### src/design/mur2_pkg.sv
// ----------------------------------------------------------------------------
// mur2_pkg
// Shared constants and controller-to-datapath command type for the
// 32-bit MurmurHash2 core.
// ----------------------------------------------------------------------------
`default_nettype none

package mur2_pkg;

  localparam logic [31:0] MIX_MUL     = 32'h5bd1e995;
  localparam int unsigned MIX_SHIFT   = 24;
  localparam int unsigned FIN_SHIFT_A = 13;
  localparam int unsigned FIN_SHIFT_B = 15;

  // datapath operations
  localparam logic [2:0] OP_NOP  = 3'd0;  // hold
  localparam logic [2:0] OP_LOAD = 3'd1;  // capture input word (and seed hash)
  localparam logic [2:0] OP_K1   = 3'd2;  // k = k * M
  localparam logic [2:0] OP_K2   = 3'd3;  // k = (k ^ k >> 24) * M
  localparam logic [2:0] OP_HMIX = 3'd4;  // h = h * M ^ k
  localparam logic [2:0] OP_TAIL = 3'd5;  // h = (h ^ tail) * M
  localparam logic [2:0] OP_FIN  = 3'd6;  // h = (h ^ h >> 13) * M
  localparam logic [2:0] OP_EMIT = 3'd7;  // out = h ^ h >> 15

  typedef struct packed {
    logic [2:0] op;
    logic       use_seed;  // with OP_LOAD: start a new message
  } cmd_t;

endpackage

`default_nettype wire

### src/design/mur2_ctrl.sv
// ----------------------------------------------------------------------------
// mur2_ctrl
// Sequencer: runs the handshakes, tracks the open message and steps the
// datapath through mix, tail and finalizer operations.
// ----------------------------------------------------------------------------
`default_nettype none

module mur2_ctrl (
  input  wire logic          clk,
  input  wire logic          rst_n,
  input  wire logic          in_valid,
  output logic               in_ready,
  input  wire logic [2:0]    in_byte_count,
  input  wire logic          in_first_item,
  input  wire logic          in_last_item,
  output logic               out_valid,
  input  wire logic          out_ready,
  output mur2_pkg::cmd_t     cmd
);

  localparam logic [2:0] S_IDLE = 3'd0;
  localparam logic [2:0] S_K1   = 3'd1;
  localparam logic [2:0] S_K2   = 3'd2;
  localparam logic [2:0] S_HMIX = 3'd3;
  localparam logic [2:0] S_TAIL = 3'd4;
  localparam logic [2:0] S_FIN  = 3'd5;
  localparam logic [2:0] S_EMIT = 3'd6;

  logic [2:0] state_r, state_nxt;
  logic       in_msg_r, in_msg_nxt;
  logic       last_r, last_nxt;
  logic       out_valid_r, out_valid_nxt;
  logic       accept;

  assign in_ready  = (state_r == S_IDLE);
  assign accept    = in_valid && in_ready;
  assign out_valid = out_valid_r;

  always_comb begin
    state_nxt     = state_r;
    in_msg_nxt    = in_msg_r;
    last_nxt      = last_r;
    out_valid_nxt = out_valid_r;
    cmd.op        = mur2_pkg::OP_NOP;
    cmd.use_seed  = 1'b0;

    if (out_valid_r && out_ready) begin
      out_valid_nxt = 1'b0;
    end

    unique case (state_r)
      S_IDLE: begin
        // a word with no open message and no first flag is dropped
        if (accept && (in_first_item || in_msg_r)) begin
          cmd.op       = mur2_pkg::OP_LOAD;
          cmd.use_seed = in_first_item;
          in_msg_nxt   = 1'b1;
          last_nxt     = in_last_item;
          if (!in_last_item || in_byte_count[2]) begin
            state_nxt = S_K1;
          end else if (in_byte_count[1:0] != 2'd0) begin
            state_nxt = S_TAIL;
          end else begin
            state_nxt = S_FIN;
          end
        end
      end
      S_K1: begin
        cmd.op    = mur2_pkg::OP_K1;
        state_nxt = S_K2;
      end
      S_K2: begin
        cmd.op    = mur2_pkg::OP_K2;
        state_nxt = S_HMIX;
      end
      S_HMIX: begin
        cmd.op    = mur2_pkg::OP_HMIX;
        state_nxt = last_r ? S_FIN : S_IDLE;
      end
      S_TAIL: begin
        cmd.op    = mur2_pkg::OP_TAIL;
        state_nxt = S_FIN;
      end
      S_FIN: begin
        cmd.op    = mur2_pkg::OP_FIN;
        state_nxt = S_EMIT;
      end
      S_EMIT: begin
        // wait for the output register to free up
        if (!out_valid_r || out_ready) begin
          cmd.op        = mur2_pkg::OP_EMIT;
          out_valid_nxt = 1'b1;
          in_msg_nxt    = 1'b0;
          state_nxt     = S_IDLE;
        end
      end
      default: begin
        state_nxt = S_IDLE;
      end
    endcase
  end

  always_ff @(posedge clk) begin
    if (!rst_n) begin
      state_r     <= S_IDLE;
      in_msg_r    <= 1'b0;
      last_r      <= 1'b0;
      out_valid_r <= 1'b0;
    end else begin
      state_r     <= state_nxt;
      in_msg_r    <= in_msg_nxt;
      last_r      <= last_nxt;
      out_valid_r <= out_valid_nxt;
    end
  end

  a_k1_to_k2: assert property (@(posedge clk) disable iff (!rst_n)
    state_r == S_K1 |=> state_r == S_K2)
    else $error("K1 step not followed by K2");

  a_emit_open: assert property (@(posedge clk) disable iff (!rst_n)
    state_r == S_EMIT |-> in_msg_r)
    else $error("emit without an open message");

  a_tail_is_last: assert property (@(posedge clk) disable iff (!rst_n)
    state_r == S_TAIL || state_r == S_FIN |-> last_r)
    else $error("tail or finalizer on a word that is not last");

  a_out_from_emit: assert property (@(posedge clk) disable iff (!rst_n)
    $rose(out_valid_r) |-> $past(state_r) == S_EMIT)
    else $error("result raised outside emit step");

endmodule

`default_nettype wire

### src/design/mur2_dp.sv
// ----------------------------------------------------------------------------
// mur2_dp
// Datapath: seed register, running hash, key register and one shared
// 32x32 multiplier (low product) by the mix constant, plus the result register.
// ----------------------------------------------------------------------------
`default_nettype none

module mur2_dp (
  input  wire logic           clk,
  input  wire logic           rst_n,
  input  wire logic           cfg_wr_en,
  input  wire logic [31:0]    cfg_hash_seed,
  input  wire logic [31:0]    in_data_word,
  input  wire logic [1:0]     in_byte_count,
  input  wire logic [30:0]    in_message_length,
  input  wire mur2_pkg::cmd_t cmd,
  output logic [31:0]         out_hash_value
);

  logic [31:0] seed_r;
  logic [31:0] h_r, h_nxt;
  logic [31:0] k_r, k_nxt;
  logic [1:0]  cnt_r, cnt_nxt;
  logic [31:0] out_r, out_nxt;
  logic [31:0] tail_mask;
  logic [31:0] mul_a;
  logic [31:0] prod;

  always_comb begin
    case (cnt_r)
      2'd1:    tail_mask = 32'h0000_00ff;
      2'd2:    tail_mask = 32'h0000_ffff;
      2'd3:    tail_mask = 32'h00ff_ffff;
      default: tail_mask = 32'h0000_0000;
    endcase
  end

  // operand select for the shared multiplier
  always_comb begin
    case (cmd.op)
      mur2_pkg::OP_K1:   mul_a = k_r;
      mur2_pkg::OP_K2:   mul_a = k_r ^ (k_r >> mur2_pkg::MIX_SHIFT);
      mur2_pkg::OP_TAIL: mul_a = h_r ^ (k_r & tail_mask);
      mur2_pkg::OP_FIN:  mul_a = h_r ^ (h_r >> mur2_pkg::FIN_SHIFT_A);
      default:           mul_a = h_r;
    endcase
  end

  assign prod = mul_a * mur2_pkg::MIX_MUL;

  always_comb begin
    h_nxt   = h_r;
    k_nxt   = k_r;
    cnt_nxt = cnt_r;
    out_nxt = out_r;
    unique case (cmd.op)
      mur2_pkg::OP_LOAD: begin
        k_nxt   = in_data_word;
        cnt_nxt = in_byte_count;
        if (cmd.use_seed) begin
          h_nxt = seed_r ^ {1'b0, in_message_length};
        end
      end
      mur2_pkg::OP_K1,
      mur2_pkg::OP_K2:   k_nxt = prod;
      mur2_pkg::OP_HMIX: h_nxt = prod ^ k_r;
      mur2_pkg::OP_TAIL,
      mur2_pkg::OP_FIN:  h_nxt = prod;
      mur2_pkg::OP_EMIT: out_nxt = h_r ^ (h_r >> mur2_pkg::FIN_SHIFT_B);
      default: begin
      end
    endcase
  end

  always_ff @(posedge clk) begin
    if (!rst_n) begin
      seed_r <= 32'd0;
    end else if (cfg_wr_en) begin
      seed_r <= cfg_hash_seed;
    end
  end

  always_ff @(posedge clk) begin
    h_r   <= h_nxt;
    k_r   <= k_nxt;
    cnt_r <= cnt_nxt;
    out_r <= out_nxt;
  end

  assign out_hash_value = out_r;

endmodule

`default_nettype wire

### src/design/murmur2_hash32_core.sv
// ----------------------------------------------------------------------------
// murmur2_hash32_core
// Streaming 32-bit MurmurHash2 over little-endian message words.
// ----------------------------------------------------------------------------
// Usage:
//   Input channel (in_valid/in_ready) takes one message word per handshake,
//   first byte in bits 7:0. The first word carries the total byte length,
//   which starts the hash as seed ^ length. The last word may hold 1 to 3
//   tail bytes; an empty message is a single first+last word with count 0.
//   Words arriving with no message open and no first flag are dropped.
//   cfg_wr_en/cfg_hash_seed load the seed; write only while idle.
//   Output channel (out_valid/out_ready) gives one hash per message.
// Timing:
//   One shared multiplier does every product, one per cycle. A full word
//   occupies the core for its accept step and three multiplies. A tail word
//   takes its accept step and the tail multiply; the finalize and emit steps
//   then follow the last word's mixing, and emit waits while a result stalls.
// Reset / stall:
//   rst_n (sync, active low) clears the seed, closes any open message and
//   drops a pending result. A stalled result sits in the output register;
//   the next message's words keep being taken, and only its own emit step
//   waits for the register to free.
// ----------------------------------------------------------------------------
`default_nettype none

module murmur2_hash32_core (
  input  wire logic        clk,
  input  wire logic        rst_n,
  input  wire logic        cfg_wr_en,
  input  wire logic [31:0] cfg_hash_seed,
  input  wire logic        in_valid,
  output logic             in_ready,
  input  wire logic [31:0] in_data_word,
  input  wire logic [2:0]  in_byte_count,
  input  wire logic        in_first_item,
  input  wire logic        in_last_item,
  input  wire logic [30:0] in_message_length,
  output logic             out_valid,
  input  wire logic        out_ready,
  output logic [31:0]      out_hash_value
);

  mur2_pkg::cmd_t cmd;

  mur2_ctrl u_ctrl (
    .clk           (clk),
    .rst_n         (rst_n),
    .in_valid      (in_valid),
    .in_ready      (in_ready),
    .in_byte_count (in_byte_count),
    .in_first_item (in_first_item),
    .in_last_item  (in_last_item),
    .out_valid     (out_valid),
    .out_ready     (out_ready),
    .cmd           (cmd)
  );

  mur2_dp u_dp (
    .clk               (clk),
    .rst_n             (rst_n),
    .cfg_wr_en         (cfg_wr_en),
    .cfg_hash_seed     (cfg_hash_seed),
    .in_data_word      (in_data_word),
    .in_byte_count     (in_byte_count[1:0]),
    .in_message_length (in_message_length),
    .cmd               (cmd),
    .out_hash_value    (out_hash_value)
  );

endmodule

`default_nettype wire
### config.mk
export PLATFORM = sky130hd
export DESIGN_NAME = murmur2_hash32_core
export DESIGN_NICKNAME = d
export VERILOG_FILES = /design/src/design/mur2_pkg.sv /design/src/design/mur2_ctrl.sv /design/src/design/mur2_dp.sv /design/src/design/murmur2_hash32_core.sv
export SDC_FILE = /design/constraint.sdc
export NUM_CORES = 1
export LEC_CHECK = 0
export ABC_AREA = 1
export BUFFER_PORTS_ARGS = -buffer_cell sky130_fd_sc_hd__buf_2
export CORE_MARGIN = 5
export CORE_UTILIZATION = 64
export CTS_BUF_LIST = sky130_fd_sc_hd__clkbuf_4
export CTS_CLUSTER_SIZE = 20
export DETAILED_ROUTE_END_ITERATION = 10
export GPL_TIMING_DRIVEN = 0
export PLACE_DENSITY = 0.91
export SETUP_SLACK_MARGIN = 0.5
export SLEW_MARGIN = 20
export SYNTH_ARGS = -nofsm -noshare
export SYNTH_HDL_FRONTEND = slang
export SYNTH_HIERARCHICAL = 1
export SYNTH_SLANG_ARGS = --single-unit
### constraint.sdc
create_clock -name clk -period 9.4 [get_ports clk]
set_input_delay 0.94 -clock clk [delete_from_list [all_inputs] [get_ports clk]]
set_output_delay 0.94 -clock clk [all_outputs]
set_load 0.01 [all_outputs]
; ---- Word level (Yosys, flattened, before mapping)
; Cells that the tools add are included.
[totals]
reg_bits = 136
latch_bits = 0
ramBits = 0
mem_bits_ro = 0
in_bits = 105
output_inout_bits = 34
word_cells = 76
n_memories = 0
[op_classes]
n_addsub = 0
n_mul = 1
div = 0
order_cmp = 0
eq_ne = 19
n_shift = 0
n_mux = 21
bitwise_logic = 7
reduce_logical = 19
[ops]
columns = cell, n
row1 = $pmux 32 s4, 1
row2 = $pmux 32 s3, 1
row3 = $pmux 24 s3, 1
row4 = $pmux 32 s2, 1
row5 = $xor 32x32->32, 2
row6 = $pmux 3 s7, 2
row7 = $and 32x24->32, 1
row8 = $mul 32x31->32 const B, 1
row9 = $mux 32, 1
row10 = $xor 32x17->32, 1
row11 = $xor 32x19->32, 1
row12 = $xor 32x31->32, 1
row13 = $xor 32x8->32, 1
row14 = $eq 3x3->1 const B, 7
row15 = $mux 3, 5
row16 = $eq 3x2->1 const B, 4
row17 = $mux 1, 7
row18 = $eq 3x1->1 const B, 2
row19 = $reduce_and 2->1, 3
row20 = $reduce_bool 2->1, 3
row21 = $eq 2x2->1 const B, 2
row22 = $ne 2x2->1 const B, 2
row23 = $reduce_or 2->1, 2
row24 = $logic_and 1x1->1, 3
row25 = other kinds (9), 12

; ---- Longest topological paths before layout
[depth]
depth_word = 10
mapped_depth = 43

; ---- Cells and area by module
; Netlist, hierarchy kept.
[by_module_without_submodules]
columns = module, instances, cells_each, area_per_inst_um2
row1 = mur2_dp, 1, 1886, 16344.4
row2 = mur2_ctrl, 1, 65, 396.6

; ---- Worst setup path before layout
; Ideal clock, no wire load.
[synth_path]
path_kind = input-to-reg
startpoint = input port out_ready
endpoint = register u_dp.h_r[28] (data pin)
setup_time_ns = 0.278
arrival_ns = 8.257
required_ns = 9.122
setup_slack_ns = 0.865
stages = 37
path_buffers = 4
path_cell_list = inv_1 nand2_1 nand2_1 nor2_1 nand3b_1 inv_2 nand3_4 nand3_4 buf_6 buf_2 clkbuf_1 o2111ai_1 o21ai_0 inv_1 fa_1 ha_1 inv_1 fa_1 inv_1 fa_1 inv_1 fa_1 inv_1 fa_1 fa_1 inv_1 fa_1 inv_1 ha_1 clkbuf_1 nand2_1 nor4_1 nand3_1 nand3_1 xor2_1 xor2_1 o221ai_1
[synth_lines]
columns = item, line
row1 = "start, declared", murmur2_hash32_core.sv:39  ; input wire logic out_ready,
row2 = "end signal, assigned", mur2_dp.sv:84  ; h_r <= h_nxt;
row3 = "end, declared", mur2_dp.sv:21  ; logic [31:0] h_r, h_nxt;

==> impl_metrics.csv <==
group,metric,value,unit
run_status,status,"finished with violations",
run_status,violations,"DRC",
grt,grt_pass1_vias,14922,
timing,rsz0062_at_grt,"false",
clock_tree,clock_path_buffers,2,
synthesis,synthDistinctLibCells,52,
placed_design,port_buffers,138,
flow_run,max_cap_viol_count,0,
placed_design,gp_congestion,1.01,
timing,fin_worst_skew,0.0324,ns
synthesis,synth_nets,2451,
floorplan,core,25900,um^2
finish,final_nets,2664,
timing,fin_crit_sh,93.3,%
synthesis,synth_area_leaders,"fa_1 21%, edfxtp_1 18%, ha_1 16%",
synthesis,ys_async_sr_fraction,0,%
placed_design,post-place-ws,-1.02,ns
synthesis,synth_edf_count,98,
placed_design,place_hpwl,42.7,mm
synthesis,syn_area_per_cell,8.58,um^2
grt,globalRoute.totalOverflow,0,
clock_tree,cts_made_buffers,17,
floorplan,dieArea,29500,um^2
worst_setup_path,crit_arrival,9.04,ns
synthesis,synthCells,1951,
timing,setup_violations,0,
worst_setup_path,end_kind,"register",
grt,grt_max_degree,33,
floorplan,die_h,172,um
clock_tree,cts_hold_buf,0,
routing,routed_wirelength,53.9,mm
timing,fin_ws,0.633,ns
finish,regArea,3700,um^2
timing,fin_hold_ws,0.541,ns
finish,fill_cells,1813,
routing,viasPerCell,5.91,
grt,track_usage,36.0,%
floorplan,initial_core_util,64.6,%
clock_tree,htree_num_levels,4,
routing,drc,1,
timing,max_slew_margin,19.0,%
routing,ant_nets,0,
timing,drv_slew,0,
synthesis,ys_top_cells_by_count,"460 x inv_1, 266 x nand2_1, 216 x ha_1",
grt,grt_pass1_wl,80.5,mm
routing,drtIter0Drc,1892,
synthesis,ys_ff_latch,136,
worst_setup_path,worstPathRequired,9.67,ns
floorplan,die_w,172,um
grt,antenna_found_initial,0,
clock_tree,cts_tree,"done",
worst_setup_path,path_max_fanout,10,
routing,firstDrtPassIters,11,
clock_tree,clk_latency,0.57,ns
routing,via_count,14856,
timing,hold_viol,0,
clock_tree,clock-root-buffer,"clkbuf_4",
timing,layout_min_cycle_time,8.77,ns
synthesis,synth-seq-area-share,22.1,%
worst_setup_path,cp_slowest_cell,"fa_1",
worst_hold_path,hp-class,"register to register",
synthesis,synthFlopType,"edfxtp_1",
synthesis,yosysWarnings,6,
floorplan,rows,59,
worst_setup_path,critPathMaxStageDelay,0.55,ns
synthesis,syn_area,16700,um^2
clock_tree,clk_pin_slew,0.13,ns
clock_tree,cts.sinks,136,
synthesis,yosysTopAreaCellShare,21.4,%
finish,multi_input_area,11300,um^2
finish,n_antenna_cell,0,
synthesis,yosysMostFrequentCell,"inv_1",
finish,syn2layout_area_growth,12.9,%
worst_setup_path,critical_path.startpoint_type,"input pin",
worst_setup_path,crit_top_cell,"inv_1",
synthesis,synth_top_area_cell,"fa_1",
finish,drive_gt1_share,15.8,%
timing,worst_slew_pin_slew,1.20,ns
routing,routedWlPerCell,21.5,um
floorplan,num_io_pins,139,
worst_setup_path,crit_type,"input pin to register",
timing,max_clock_freq,114,MHz
==> metal layers <==
metal / vias up / wire [um] / share of wire [%] / global-route usage [%]
li1: 6626 / - / - / -
met1: 6958 / 19700 / 37 / 45.7
met2: 1054 / 23900 / 44 / 55.8
met3: 218 / 6910 / 13 / 11.6
met4: 0 / 3400 / 6.3 / 18.3
met5: - / 0 / 0 / 0
==> critical path, delay by kind of cell <==
kind            cells  cell delay (ns)
compound gates      8             1.43
xor+xnor            1             0.16
fa+ha+maj           9             3.83
buf+inv            17             1.82
simple gates        7             0.85
==> layout by cell type (no fill, tap or decap), types with 55 or more instances in the layout <==
master      n
fa_1      177
nand3_1    83
o21ai_0   107
buf_4      55
nand2_1   262
ha_1      211
xor2_1     74
nor2_1    120
buf_2     142
a21oi_1    60
edfxtp_1   98
inv_1     448
==> cell families (layout without fill, tap and decap cells) <==
kind of cell,after synthesis,count (layout),share of synthesized area (%)
compound gates,267,267,9.31
xor+xnor,99,99,5.18
fa+ha+maj,395,395,37.5
buf+inv,519,745,12.0
flops,136,136,22.1
simple gates,535,535,13.9
==> final timing paths <==
check               startpoint              end  slack [ns]  depth (start not counted)
min            u_dp/seed_r[16]  u_dp/seed_r[16]        0.54                          2
max reg2reg  u_ctrl/state_r[1]     u_dp/k_r[26]        0.67                         41
min reg2reg    u_dp/seed_r[16]  u_dp/seed_r[16]        0.54                          2
max                  out_ready     u_dp/k_r[26]        0.63                         42
==> sequential cells by signal, indices dropped and copies added, names as in the netlist <==
register             cells
u_ctrl/last_r            1
u_dp/cnt_r               2
u_dp/k_r                32
u_dp/h_r                32
u_ctrl/out_valid         1
u_ctrl/state_r           3
u_dp/out_hash_value     32
u_ctrl/in_msg_r          1
u_dp/seed_r             32
==> final cells by class <==
class | count | area share, %
Multi-Input combinational cell | 1296 | 59.7
Sequential cell | 136 | 19.6
Inverter | 474 | 9.47
Timing Repair Buffer | 193 | 6.16
Tap cell | 335 | 2.22
Buffer | 45 | 1.28
Clock inverter | 14 | 0.854
Clock buffer | 18 | 0.715
Timing Repair inverter | 1 | 0.0265
==> per-stage QoR <==
stage	cell area, um^2	setup TNS [ns]	util, %	std cells
after floorplan	16700	0	-	1951
after global placement	17900	-16.42	68.9	2424
after detailed placement	18000	-16.63	69.3	2431
after CTS	18400	0	71.1	2476
after global routing	18900	0	72.9	2512
final	18900	0	72.9	2512
==> what timing repair did <==
item,CTS,global route
hold endpoints to repair,0,0
gates resized for setup,31,58
cloned,0,1
pin swaps,2,11
endpoints found under the setup margin,27,23
setup buffers,13,35
Power is left out: the tool's default activity adds up to more than one toggle a clock period on the data nets, which glitch-free logic cannot reach.
